**config.mk**
```make
export PLATFORM = sky130hd
export DESIGN_NAME = three_axis_pid_with_yaw_hold_flat
export DESIGN_NICKNAME = d
export VERILOG_FILES = /design/src/rtl/tpid_pkg.sv /design/src/rtl/tpid_if.sv /design/src/rtl/tpid_ctrl.sv /design/src/rtl/tpid_datapath.sv /design/src/rtl/three_axis_pid_with_yaw_hold.sv /design/src/flat_wrapper.sv
export VERILOG_INCLUDE_DIRS = /design/src /design/src/rtl
export SDC_FILE = /design/constraint.sdc
export NUM_CORES = 2
export LEC_CHECK = 0
export BUFFER_PORTS_ARGS = -buffer_cell sky130_fd_sc_hd__buf_2
export CORE_AREA = 2 2 383 385
export CTS_CLUSTER_SIZE = 40
export DETAILED_ROUTE_END_ITERATION = 12
export DIE_AREA = 0 0 385 387
export PLACE_DENSITY = 0.84
export SYNTH_ARGS = -nofsm -noshare
export SYNTH_HDL_FRONTEND = slang
export SYNTH_HIERARCHICAL = 1
export SYNTH_SLANG_ARGS = --single-unit
```
**constraint.sdc**
```tcl
create_clock -name clk -period 23.8 [get_ports clk]
set_input_delay 4.76 -clock clk [delete_from_list [all_inputs] [get_ports clk]]
set_output_delay 4.76 -clock clk [all_outputs]
set_load 0.03 [all_outputs]
```
**src/rtl/three_axis_pid_with_yaw_hold_macros.svh**
```systemverilog
// assertion macros for the three-axis pid block
// expect clk and rst in the scope of the module that uses them
`ifndef THREE_AXIS_PID_WITH_YAW_HOLD_MACROS_SVH
`define THREE_AXIS_PID_WITH_YAW_HOLD_MACROS_SVH

// consequent checked in the same cycle as the antecedent
`define TPID_ASSERT_SAME(name, ante, cons, msg) \
  name: assert property (@(posedge clk) disable iff (rst) (ante) |-> (cons)) \
    else $error(msg);

// consequent checked in the cycle after the antecedent
`define TPID_ASSERT_NEXT(name, ante, cons, msg) \
  name: assert property (@(posedge clk) disable iff (rst) (ante) |=> (cons)) \
    else $error(msg);

`endif

```
**src/rtl/tpid_pkg.sv**
```systemverilog
// shared types and constants for the three-axis pid block
// used by the controller, the datapath and the top level
package tpid_pkg;

  localparam int CFG_ADDR_W = 3;
  localparam int CFG_DATA_W = 31;
  localparam int AXIS_W     = 2;

  localparam logic [CFG_ADDR_W-1:0] REG_GAIN_PROP   = 3'd0;
  localparam logic [CFG_ADDR_W-1:0] REG_GAIN_INTEG  = 3'd1;
  localparam logic [CFG_ADDR_W-1:0] REG_GAIN_DERIV  = 3'd2;
  localparam logic [CFG_ADDR_W-1:0] REG_INTEG_CLAMP = 3'd3;
  localparam logic [CFG_ADDR_W-1:0] REG_STEP_TIME   = 3'd4;
  localparam logic [CFG_ADDR_W-1:0] REG_STEP_RATE   = 3'd5;

  localparam logic [23:0] RST_GAIN_PROP   = 24'd65536;
  localparam logic [23:0] RST_GAIN_INTEG  = 24'd655;
  localparam logic [23:0] RST_GAIN_DERIV  = 24'd3277;
  localparam logic [30:0] RST_INTEG_CLAMP = 31'd655360;
  localparam logic [15:0] RST_STEP_TIME   = 16'd1311;
  localparam logic [15:0] RST_STEP_RATE   = 16'd12800;

  // pi and 2*pi in q5.13
  localparam logic signed [17:0] HEAD_PI     = 18'sd25736;
  localparam logic signed [17:0] HEAD_TWO_PI = 18'sd51472;

  typedef enum logic [3:0] {
    OP_IDLE,
    OP_ERR,
    OP_DIFF,
    OP_YAW,
    OP_LOAD,
    OP_MUL,
    OP_SUM,
    OP_POST,
    OP_CLAMP,
    OP_OUTAX,
    OP_DONE
  } op_t;

  // which product the shared multiplier is working on
  typedef enum logic [2:0] {
    T_DT,
    T_RATE,
    T_KP,
    T_KI,
    T_KD,
    T_YAW
  } term_t;

  typedef struct packed {
    op_t               op;
    term_t             term;
    logic [AXIS_W-1:0] axis;
  } cmd_t;

  typedef struct packed {
    logic in_valid;
    logic out_free;
  } status_t;

endpackage

```
**src/rtl/tpid_if.sv**
```systemverilog
// valid/ready channels of the three-axis pid block
// input channel carries one sample, output channel one command word
interface tpid_in_if;
  logic               valid;
  logic               ready;
  logic signed [31:0] goal_x;
  logic signed [31:0] goal_y;
  logic signed [31:0] goal_z;
  logic signed [31:0] meas_x;
  logic signed [31:0] meas_y;
  logic signed [31:0] meas_z;
  logic signed [15:0] goal_heading;
  logic signed [15:0] meas_heading;

  modport source (
    output valid, goal_x, goal_y, goal_z, meas_x, meas_y, meas_z,
           goal_heading, meas_heading,
    input  ready
  );
  modport sink (
    input  valid, goal_x, goal_y, goal_z, meas_x, meas_y, meas_z,
           goal_heading, meas_heading,
    output ready
  );
endinterface

interface tpid_out_if;
  logic               valid;
  logic               ready;
  logic signed [31:0] vel_x;
  logic signed [31:0] vel_y;
  logic signed [31:0] vel_z;
  logic signed [31:0] turn_rate;

  modport source (
    output valid, vel_x, vel_y, vel_z, turn_rate,
    input  ready
  );
  modport sink (
    input  valid, vel_x, vel_y, vel_z, turn_rate,
    output ready
  );
endinterface

```
**src/rtl/tpid_ctrl.sv**
```systemverilog
// sequencer of the three-axis pid block
// walks each axis through its five products, then the yaw term; uses tpid_pkg
module tpid_ctrl
  import tpid_pkg::*;
#(
  parameter int AXES = 3
) (
  input  logic    clk,
  input  logic    rst,
  input  status_t status,
  output cmd_t    cmd
);

  localparam logic [AXIS_W-1:0] LAST_AXIS = AXIS_W'(AXES - 1);

  typedef enum logic [3:0] {
    S_IDLE,
    S_ERR,
    S_DIFF,
    S_YAW,
    S_LOAD,
    S_MUL,
    S_SUM,
    S_POST,
    S_CLAMP,
    S_OUTAX,
    S_DONE
  } state_t;

  state_t            state;
  term_t             term;
  logic [AXIS_W-1:0] axis;

  always_ff @(posedge clk) begin
    if (rst) begin
      state <= S_IDLE;
      term  <= T_DT;
      axis  <= '0;
    end else begin
      case (state)
        S_IDLE: begin
          if (status.in_valid) begin
            state <= S_ERR;
            axis  <= '0;
          end
        end
        S_ERR: state <= S_DIFF;
        S_DIFF: begin
          term  <= T_DT;
          state <= S_LOAD;
        end
        S_LOAD: state <= S_MUL;
        S_MUL:  state <= S_SUM;
        S_SUM:  state <= S_POST;
        S_POST: begin
          case (term)
            T_DT: state <= S_CLAMP;
            T_RATE: begin
              term  <= T_KP;
              state <= S_LOAD;
            end
            T_KP: begin
              term  <= T_KI;
              state <= S_LOAD;
            end
            T_KI: begin
              term  <= T_KD;
              state <= S_LOAD;
            end
            T_KD:   state <= S_OUTAX;
            T_YAW:  state <= S_DONE;
            default: state <= S_IDLE;
          endcase
        end
        S_CLAMP: begin
          term  <= T_RATE;
          state <= S_LOAD;
        end
        S_OUTAX: begin
          if (axis == LAST_AXIS) begin
            state <= S_YAW;
          end else begin
            axis  <= axis + 1'b1;
            state <= S_ERR;
          end
        end
        S_YAW: begin
          term  <= T_YAW;
          state <= S_LOAD;
        end
        S_DONE: begin
          // hold the word until the output register is free
          if (status.out_free) begin
            state <= S_IDLE;
          end
        end
        default: state <= S_IDLE;
      endcase
    end
  end

  always_comb begin
    cmd.term = term;
    cmd.axis = axis;
    case (state)
      S_IDLE:  cmd.op = OP_IDLE;
      S_ERR:   cmd.op = OP_ERR;
      S_DIFF:  cmd.op = OP_DIFF;
      S_YAW:   cmd.op = OP_YAW;
      S_LOAD:  cmd.op = OP_LOAD;
      S_MUL:   cmd.op = OP_MUL;
      S_SUM:   cmd.op = OP_SUM;
      S_POST:  cmd.op = OP_POST;
      S_CLAMP: cmd.op = OP_CLAMP;
      S_OUTAX: cmd.op = OP_OUTAX;
      S_DONE:  cmd.op = OP_DONE;
      default: cmd.op = OP_IDLE;
    endcase
  end

endmodule

```
**src/rtl/tpid_datapath.sv**
```systemverilog
// datapath of the three-axis pid block: config registers, axis state,
// one shared split multiplier and the output register; uses tpid_pkg and tpid_if
module tpid_datapath
  import tpid_pkg::*;
#(
  parameter int AXES      = 3,
  parameter int POS_WIDTH = 32
) (
  input  logic                  clk,
  input  logic                  rst,
  input  logic                  cfg_we,
  input  logic [CFG_ADDR_W-1:0] cfg_addr,
  input  logic [CFG_DATA_W-1:0] cfg_data,
  input  cmd_t                  cmd,
  output status_t               status,
  tpid_in_if.sink               in_ch,
  tpid_out_if.source            out_ch
);

  localparam int PW   = POS_WIDTH;
  localparam int AW   = PW + 20;
  localparam int MAGW = (PW + 1 > 25) ? PW + 1 : 25;
  localparam int HW   = MAGW - 24;
  localparam int PHW  = HW + 24;
  localparam int SW   = HW + 41;
  localparam int MW   = PW + 12;
  localparam int AXW  = (AXES > 1) ? $clog2(AXES) : 1;

  localparam logic signed [AW-1:0] SAT_HI = {{(AW - PW + 1){1'b0}}, {(PW - 1){1'b1}}};
  localparam logic signed [AW-1:0] SAT_LO = {{(AW - PW + 1){1'b1}}, {(PW - 1){1'b0}}};

  function automatic logic signed [PW-1:0] sat_pw(input logic signed [AW-1:0] v);
    if (v > SAT_HI) return SAT_HI[PW-1:0];
    if (v < SAT_LO) return SAT_LO[PW-1:0];
    return v[PW-1:0];
  endfunction

  // sign-extend or cut to the 32-bit result field
  function automatic logic [31:0] to_field(input logic signed [PW-1:0] v);
    logic signed [AW-1:0] t;
    t = AW'(v);
    return t[31:0];
  endfunction

  logic [23:0] gain_prop, gain_integ, gain_deriv;
  logic [30:0] integ_clamp;
  logic [15:0] step_time, step_rate;

  logic signed [31:0] goal [3];
  logic signed [31:0] meas [3];
  logic signed [15:0] goal_head, meas_head;

  logic signed [PW-1:0] integ_sum [AXES];
  logic signed [PW-1:0] last_err  [AXES];

  logic signed [PW-1:0] err, integ_w, deriv;
  logic signed [PW:0]   diff;
  logic signed [16:0]   yaw_d;
  logic                 neg;
  logic [MAGW-1:0]      mag;
  logic [PHW-1:0]       ph;
  logic [47:0]          pl;
  logic [MW-1:0]        mval;
  logic signed [AW-1:0] acc;
  logic [31:0]          res_vel [AXES];
  logic [31:0]          res_turn;
  logic [31:0]          vel_next [3];

  logic [31:0] out_vel [3];
  logic [31:0] out_turn;
  logic        out_valid;
  logic        out_free;

  logic [AXW-1:0]       ax;
  logic signed [AW-1:0] err_full;
  logic signed [17:0]   head_diff, head_wrap;
  logic signed [PW:0]   opnd, opnd_abs;
  logic [23:0]          gain;
  logic [SW-1:0]        sum_full;
  logic signed [AW-1:0] mext, post_base, post_val;
  logic signed [AW-1:0] lim_pos, lim_neg, integ_ext, clamp_val;

  assign ax = cmd.axis[AXW-1:0];

  assign out_free        = !out_valid || out_ch.ready;
  assign status.out_free = out_free;
  assign status.in_valid = in_ch.valid;
  assign in_ch.ready     = (cmd.op == OP_IDLE);

  assign out_ch.valid     = out_valid;
  assign out_ch.vel_x     = out_vel[0];
  assign out_ch.vel_y     = out_vel[1];
  assign out_ch.vel_z     = out_vel[2];
  assign out_ch.turn_rate = out_turn;

  // axes beyond the configured count report zero
  for (genvar g = 0; g < 3; g++) begin : g_vel
    if (g < AXES) begin : g_used
      assign vel_next[g] = res_vel[g];
    end else begin : g_unused
      assign vel_next[g] = '0;
    end
  end

  always_comb begin
    err_full = AW'(goal[cmd.axis]) - AW'(meas[cmd.axis]);

    // yaw error wrapped once into [-pi, pi]
    head_diff = 18'(goal_head) - 18'(meas_head);
    if (head_diff > HEAD_PI) begin
      head_wrap = head_diff - HEAD_TWO_PI;
    end else if (head_diff < -HEAD_PI) begin
      head_wrap = head_diff + HEAD_TWO_PI;
    end else begin
      head_wrap = head_diff;
    end

    case (cmd.term)
      T_DT: begin
        opnd = (PW + 1)'(err);
        gain = {8'd0, step_time};
      end
      T_RATE: begin
        opnd = diff;
        gain = {8'd0, step_rate};
      end
      T_KP: begin
        opnd = (PW + 1)'(err);
        gain = gain_prop;
      end
      T_KI: begin
        opnd = (PW + 1)'(integ_w);
        gain = gain_integ;
      end
      T_KD: begin
        opnd = (PW + 1)'(deriv);
        gain = gain_deriv;
      end
      T_YAW: begin
        opnd = (PW + 1)'(yaw_d);
        gain = gain_prop;
      end
      default: begin
        opnd = '0;
        gain = '0;
      end
    endcase
    opnd_abs = opnd[PW] ? -opnd : opnd;

    // recombine the two partial products, magnitude truncated
    case (cmd.term)
      T_RATE:  sum_full = (SW'(ph) << 16) + SW'(pl >> 8);
      T_YAW:   sum_full = (SW'(ph) << 11) + SW'(pl >> 13);
      default: sum_full = (SW'(ph) << 8) + SW'(pl >> 16);
    endcase

    mext = AW'(mval);
    case (cmd.term)
      T_DT:       post_base = AW'(integ_sum[ax]);
      T_KI, T_KD: post_base = acc;
      default:    post_base = '0;
    endcase
    post_val = neg ? post_base - mext : post_base + mext;

    lim_pos   = AW'(integ_clamp);
    lim_neg   = -lim_pos;
    integ_ext = AW'(integ_w);
    if (integ_ext > lim_pos) begin
      clamp_val = lim_pos;
    end else if (integ_ext < lim_neg) begin
      clamp_val = lim_neg;
    end else begin
      clamp_val = integ_ext;
    end
  end

  always_ff @(posedge clk) begin
    if (rst) begin
      gain_prop   <= RST_GAIN_PROP;
      gain_integ  <= RST_GAIN_INTEG;
      gain_deriv  <= RST_GAIN_DERIV;
      integ_clamp <= RST_INTEG_CLAMP;
      step_time   <= RST_STEP_TIME;
      step_rate   <= RST_STEP_RATE;
      for (int i = 0; i < AXES; i++) begin
        integ_sum[i] <= '0;
        last_err[i]  <= '0;
      end
      out_valid <= 1'b0;
    end else begin
      if (cfg_we) begin
        case (cfg_addr)
          REG_GAIN_PROP:   gain_prop   <= cfg_data[23:0];
          REG_GAIN_INTEG:  gain_integ  <= cfg_data[23:0];
          REG_GAIN_DERIV:  gain_deriv  <= cfg_data[23:0];
          REG_INTEG_CLAMP: integ_clamp <= cfg_data[30:0];
          REG_STEP_TIME:   step_time   <= cfg_data[15:0];
          REG_STEP_RATE:   step_rate   <= cfg_data[15:0];
          default: ;
        endcase
      end

      // a finished word loads when the register is empty or as the previous one leaves
      if (cmd.op == OP_DONE && out_free) begin
        out_valid <= 1'b1;
      end else if (out_valid && out_ch.ready) begin
        out_valid <= 1'b0;
      end

      case (cmd.op)
        OP_IDLE: begin
          if (in_ch.valid) begin
            goal[0]   <= in_ch.goal_x;
            goal[1]   <= in_ch.goal_y;
            goal[2]   <= in_ch.goal_z;
            meas[0]   <= in_ch.meas_x;
            meas[1]   <= in_ch.meas_y;
            meas[2]   <= in_ch.meas_z;
            goal_head <= in_ch.goal_heading;
            meas_head <= in_ch.meas_heading;
          end
        end
        OP_ERR:  err   <= sat_pw(err_full);
        OP_DIFF: diff  <= (PW + 1)'(err) - (PW + 1)'(last_err[ax]);
        OP_YAW:  yaw_d <= head_wrap[16:0];
        OP_LOAD: begin
          neg <= opnd[PW];
          mag <= MAGW'($unsigned(opnd_abs));
        end
        OP_MUL: begin
          ph <= PHW'(mag[MAGW-1:24]) * PHW'(gain);
          pl <= 48'(mag[23:0]) * 48'(gain);
        end
        OP_SUM: mval <= sum_full[MW-1:0];
        OP_POST: begin
          case (cmd.term)
            T_DT: integ_w <= sat_pw(post_val);
            T_RATE: begin
              deriv        <= sat_pw(post_val);
              last_err[ax] <= err;
            end
            T_KP, T_KI, T_KD: acc <= post_val;
            T_YAW: res_turn <= to_field(sat_pw(post_val));
            default: ;
          endcase
        end
        OP_CLAMP: begin
          integ_w       <= clamp_val[PW-1:0];
          integ_sum[ax] <= clamp_val[PW-1:0];
        end
        OP_OUTAX: res_vel[ax] <= to_field(sat_pw(acc));
        OP_DONE: begin
          if (out_free) begin
            out_vel  <= vel_next;
            out_turn <= res_turn;
          end
        end
        default: ;
      endcase
    end
  end

endmodule

```
**src/rtl/three_axis_pid_with_yaw_hold.sv**
```systemverilog
// Three-axis PID position controller with proportional yaw hold. A sample is
// taken when the block is idle; each axis then runs through five products
// (error times dt, error difference times 1/dt, and the P, I and D gains) on a
// single shared multiplier split into a high and a low partial product, with
// each product in a load, multiply, sum and post step, followed by the
// proportional yaw term. The next sample is taken once the finished word is in
// the output register and the block is idle again; the output register holds a
// finished word while the next sample is accepted. Configuration registers are
// written through cfg_we/cfg_addr/cfg_data; the user must write them only between
// samples for them to take effect for the next sample, as the block itself does
// not enforce it. Integral and previous-error state clear on reset.
`include "three_axis_pid_with_yaw_hold_macros.svh"

module three_axis_pid_with_yaw_hold
  import tpid_pkg::*;
#(
  parameter int AXES      = 3,
  parameter int POS_WIDTH = 32
) (
  input  logic                  clk,
  input  logic                  rst,
  tpid_in_if.sink               in_ch,
  tpid_out_if.source            out_ch,
  input  logic                  cfg_we,
  input  logic [CFG_ADDR_W-1:0] cfg_addr,
  input  logic [CFG_DATA_W-1:0] cfg_data
);

  cmd_t    cmd;
  status_t status;

  tpid_ctrl #(
    .AXES (AXES)
  ) u_ctrl (
    .clk    (clk),
    .rst    (rst),
    .status (status),
    .cmd    (cmd)
  );

  tpid_datapath #(
    .AXES      (AXES),
    .POS_WIDTH (POS_WIDTH)
  ) u_datapath (
    .clk      (clk),
    .rst      (rst),
    .cfg_we   (cfg_we),
    .cfg_addr (cfg_addr),
    .cfg_data (cfg_data),
    .cmd      (cmd),
    .status   (status),
    .in_ch    (in_ch),
    .out_ch   (out_ch)
  );

  // a taken sample keeps the input closed while it is worked on
  `TPID_ASSERT_NEXT(a_busy_after_take, in_ch.valid && in_ch.ready, !in_ch.ready, "input still open after a word was taken")
  // a new output word only comes out of a busy cycle
  `TPID_ASSERT_SAME(a_out_from_busy, $rose(out_ch.valid), $past(!in_ch.ready), "output word appeared without work")
  // a finished word is loaded once the output register is free
  `TPID_ASSERT_NEXT(a_done_loads, cmd.op == OP_DONE && status.out_free, out_ch.valid, "finished word not loaded")

endmodule

```
**src/flat_wrapper.sv**
```systemverilog
// flat-port wrapper written by rule: the top's interface ports become plain ports
module three_axis_pid_with_yaw_hold_flat import tpid_pkg::*;
#(
  parameter int AXES      = 3,
  parameter int POS_WIDTH = 32
)
  (clk, rst, cfg_we, cfg_addr, cfg_data, in_ch_valid, in_ch_goal_x, in_ch_goal_y, in_ch_goal_z, in_ch_meas_x, in_ch_meas_y, in_ch_meas_z, in_ch_goal_heading, in_ch_meas_heading, in_ch_ready, out_ch_valid, out_ch_vel_x, out_ch_vel_y, out_ch_vel_z, out_ch_turn_rate, out_ch_ready);
  tpid_in_if in_ch_i ();
  tpid_out_if out_ch_i ();
  input  logic clk;
  input  logic rst;
  input  logic cfg_we;
  input  logic [CFG_ADDR_W-1:0] cfg_addr;
  input  logic [CFG_DATA_W-1:0] cfg_data;
  input wire logic [$bits(in_ch_i.valid)-1:0] in_ch_valid;
  input wire logic [$bits(in_ch_i.goal_x)-1:0] in_ch_goal_x;
  input wire logic [$bits(in_ch_i.goal_y)-1:0] in_ch_goal_y;
  input wire logic [$bits(in_ch_i.goal_z)-1:0] in_ch_goal_z;
  input wire logic [$bits(in_ch_i.meas_x)-1:0] in_ch_meas_x;
  input wire logic [$bits(in_ch_i.meas_y)-1:0] in_ch_meas_y;
  input wire logic [$bits(in_ch_i.meas_z)-1:0] in_ch_meas_z;
  input wire logic [$bits(in_ch_i.goal_heading)-1:0] in_ch_goal_heading;
  input wire logic [$bits(in_ch_i.meas_heading)-1:0] in_ch_meas_heading;
  output wire logic [$bits(in_ch_i.ready)-1:0] in_ch_ready;
  output wire logic [$bits(out_ch_i.valid)-1:0] out_ch_valid;
  output wire logic [$bits(out_ch_i.vel_x)-1:0] out_ch_vel_x;
  output wire logic [$bits(out_ch_i.vel_y)-1:0] out_ch_vel_y;
  output wire logic [$bits(out_ch_i.vel_z)-1:0] out_ch_vel_z;
  output wire logic [$bits(out_ch_i.turn_rate)-1:0] out_ch_turn_rate;
  input wire logic [$bits(out_ch_i.ready)-1:0] out_ch_ready;
  assign in_ch_i.valid = in_ch_valid;
  assign in_ch_i.goal_x = in_ch_goal_x;
  assign in_ch_i.goal_y = in_ch_goal_y;
  assign in_ch_i.goal_z = in_ch_goal_z;
  assign in_ch_i.meas_x = in_ch_meas_x;
  assign in_ch_i.meas_y = in_ch_meas_y;
  assign in_ch_i.meas_z = in_ch_meas_z;
  assign in_ch_i.goal_heading = in_ch_goal_heading;
  assign in_ch_i.meas_heading = in_ch_meas_heading;
  assign in_ch_ready = in_ch_i.ready;
  assign out_ch_valid = out_ch_i.valid;
  assign out_ch_vel_x = out_ch_i.vel_x;
  assign out_ch_vel_y = out_ch_i.vel_y;
  assign out_ch_vel_z = out_ch_i.vel_z;
  assign out_ch_turn_rate = out_ch_i.turn_rate;
  assign out_ch_i.ready = out_ch_ready;
  three_axis_pid_with_yaw_hold #(.AXES(AXES), .POS_WIDTH(POS_WIDTH)) u_core (.clk(clk), .rst(rst), .in_ch(in_ch_i), .out_ch(out_ch_i), .cfg_we(cfg_we), .cfg_addr(cfg_addr), .cfg_data(cfg_data));
endmodule
```
==> reports/qor.csv <==
metric;value;unit
Total Power;9.881;mW
layout overhead on the synthesized area;9.132;%
die height;387;µm
share of the synthesized area in the top cell type;0.3778;
WL met3;27.42;mm
Final Cycle Share;0.4296;
Top Metal Used;met5;
Post-synth ARST share;0;
Hold Vio Cnt, Final;0;
grt ovf;0;
switching power;4.179;mW
Reg2Reg Depth;32;
vias in the first global route;64350;
mapped cell area;86250;µm²
synth warn;6;
WP data required;24280;ps
Setup-failing EPs final;0;
Finished Core Util;0.6497;
final wirelength;245.2;mm
first-pass GRT wire length;374.0;mm
Seq pwr share;0.278;
Setup crit end kind;register;
Reg clk slew, reported paths;60;ps
Core ar.;144900;µm²
internal power;5.702;mW
Seq cells post-synth;1234;
Power per Cell Area;105.0;nW/µm²
slowest cell on the critical path;nor2b_4;
met2 WL;111.1;mm
H-tree depth;3;
unrepaired setup endpoints after global routing;false;
Max Slew Vio Count;0;
TritonCTS Buffers;118;
min Tclk post-route;10220;ps
clock buffer depth;3;
Most common cell on crit path;fa_1;
DRT iter0 DRCs;7097;
register area share after synthesis;0.4124;
DRT Pass-1 Iters;9;
hold endpoint;u_core/u_datapath/out_ch.vel_z[0];
worst min path class;reg2reg;
distinct cell type count after synthesis;92;
CP max FO;45;
top cells by area, synth;edfxtp_1, fa_1, ha_1;
clock share of power;0.193;
drt drc;0;
EDFF count, synth;1085;
hpwl dp;179.9;mm
main flop type after synthesis;edfxtp_1;
die area;149000;µm²
CTS tree;done;
critical setup path kind;reg2reg;
WHS Path Cells;0;
buffers added on ports;392;
CTS resizes;0;
Row Count;140;
total track usage;0.3279;
Net Count, Synth;9495;
number of hold buffers added after CTS;0;
area leader, netlist;edfxtp_1;
Mean Syn Cell Area;10.61;µm²
Worst-Margin Slew;1380;ps
ratio of cells with drive above 1 in the final layout;0.1064;
Post-DP Area;90130;µm²
CP peak stage delay;890;ps
Worst-Skew Late Latency;760;ps
final clock skew;70.91;ps
worst r2r dst;u_core/u_datapath/pl[47];
list of most frequent post-synthesis cells;edfxtp_1, nand2_1, inv_1;
Net Sw Frac;0.4229;
Comb power frac;0.530;
Hold Startpoint;u_core/u_datapath/res_vel[2][0];
Maximum Capacitance Violations;0;
status;complete, no violations;
Starting Density;0.5954;
Worst R2R Start;u_core/u_ctrl/term[0];
initial antenna violation count;37;
highest clock rate;0.09782;GHz
fillers;10620;
crit path from;u_core/u_ctrl/term[0];
vias per inst;6.160;
clock root buffer;clkbuf_16;
met1 wire length;92.63;mm
post-CTS setup buffer count;0;
CP delay by family, top;adder cells;
Synth Instances;8126;
Sinks on Clock Net;1234;
Via Count;63830;
reg-to-reg slack, setup;13580;ps
CP Buf/Inv Count;7;
post-route cell area;94120;µm²
IO Count;393;
die width;385;µm
per-cell routed wire length;23.66;µm
Setup TNS;0;ps
Placer Congestion;0.9941;
Worst path depth;32;
post-route ant nets;0;
Max VDD drop;329.6;µV
Leakage Power;39.39;nW
most frequent cell after synthesis;edfxtp_1;
WP data arrival;10710;ps
largest net degree at the start of global routing;116;
crit path launch type;register;
slew margin rel.;0.05646;
# nets final;9697;
-- cells in the final DEF, fill, tap and decap left out, types with 53 or more instances in the layout --
master / Yosys / layout
a21o_1: 136 / 136
a21oi_1: 448 / 446
a22oi_1: 54 / 54
a31oi_1: 73 / 73
and2_1: 466 / 466
and3_1: 63 / 63
buf_2: 8 / 392
buf_4: 4 / 113
clkbuf_16: 0 / 119
dfxtp_1: 149 / 144
edfxtp_1: 1085 / 1085
fa_1: 641 / 641
ha_1: 465 / 465
inv_1: 941 / 941
mux2i_1: 137 / 137
mux4_2: 68 / 68
nand2_1: 1031 / 1031
nand3_1: 70 / 70
nor2_1: 415 / 407
nor2b_1: 71 / 70
nor3_1: 147 / 140
o21a_1: 53 / 53
o21ai_0: 182 / 174
xnor2_1: 233 / 232
xor2_1: 78 / 76
-- kinds of logic after synthesis --
group | count (synthesis) | share of synthesized area
simple gates | 2549 | 0.1423
buf+inv | 1364 | 0.06018
compound gates | 1312 | 0.09781
flops | 1234 | 0.4124
fa+ha+maj | 1110 | 0.2167
xor+xnor | 311 | 0.03158
mux | 246 | 0.03901
-- flip-flops by register name, summed over array words and instances (netlist names), 31 cells and up --
signal                              count
u_core/u_datapath/res_turn             32
u_core/u_datapath/res_vel              96
u_core/u_datapath/pl                   40
u_core/u_datapath/out_ch.vel_z         32
u_core/u_datapath/goal                 96
u_core/u_datapath/meas                 96
u_core/u_datapath/out_ch.turn_rate     32
u_core/u_datapath/last_err            128
u_core/u_datapath/mag                  33
u_core/u_datapath/mval                 44
u_core/u_datapath/out_ch.vel_x         32
u_core/u_datapath/diff                 33
u_core/u_datapath/acc                  52
u_core/u_datapath/err                  32
u_core/u_datapath/integ_clamp          31
u_core/u_datapath/integ_sum           128
u_core/u_datapath/out_ch.vel_y         32
u_core/u_datapath/ph                   33
u_core/u_datapath/deriv                32
u_core/u_datapath/integ_w              32
-- power by group through the flow --
stage                     sequential (mW)  combinational [mW]  clock, mW
final                                2.75                5.23       1.90
after global routing                 2.75                5.73       2.00
after CTS                            2.74                5.16       1.91
after detailed placement             2.79                5.12          0
after global placement               2.78                4.99          0
after floorplan                      2.77                3.53          0
-- per-stage QoR --
stage	worst slack, ps	hold slack (ps)	cells
floorplan	4562	400.3	8126
global placement	13860	400.7	10120
detailed placement	13710	404.5	10130
CTS	13730	387.0	10350
global route	13040	384.4	10360
finish	13580	382.8	10360
-- worst max path at each step --
stage                                            endpoint  slack, ps
floorplan           u_core/u_datapath/out_ch.turn_rate[0]       4560
global placement                 u_core/u_datapath/pl[47]      13860
detailed placement               u_core/u_datapath/pl[47]      13710
CTS                              u_core/u_datapath/pl[47]      13730
global route                     u_core/u_datapath/pl[43]      13040
finish                           u_core/u_datapath/pl[47]      13580
-- layout make-up --
cell class              count  area, µm²  area share
diodes                     18      45.04   0.0004786
clock buffers             143       3085     0.03278
clock inverters            77      863.3    0.009172
inverters                 941       3532     0.03753
multi-input cells        5528      45800      0.4866
flip-flops and latches   1234      35580      0.3781
well taps                1917       2399     0.02548
repair buffers            505       2810     0.02986
-- metal layers --
metal | GRT usage | vias to the layer above
li1 | - | 28150
met1 | 0.4330 | 31170
met2 | 0.5062 | 3725
met4 | 0.1578 | 26
met3 | 0.08437 | 763
met5 | 0 | -
Note: power is estimated with default switching activity, not from simulation.
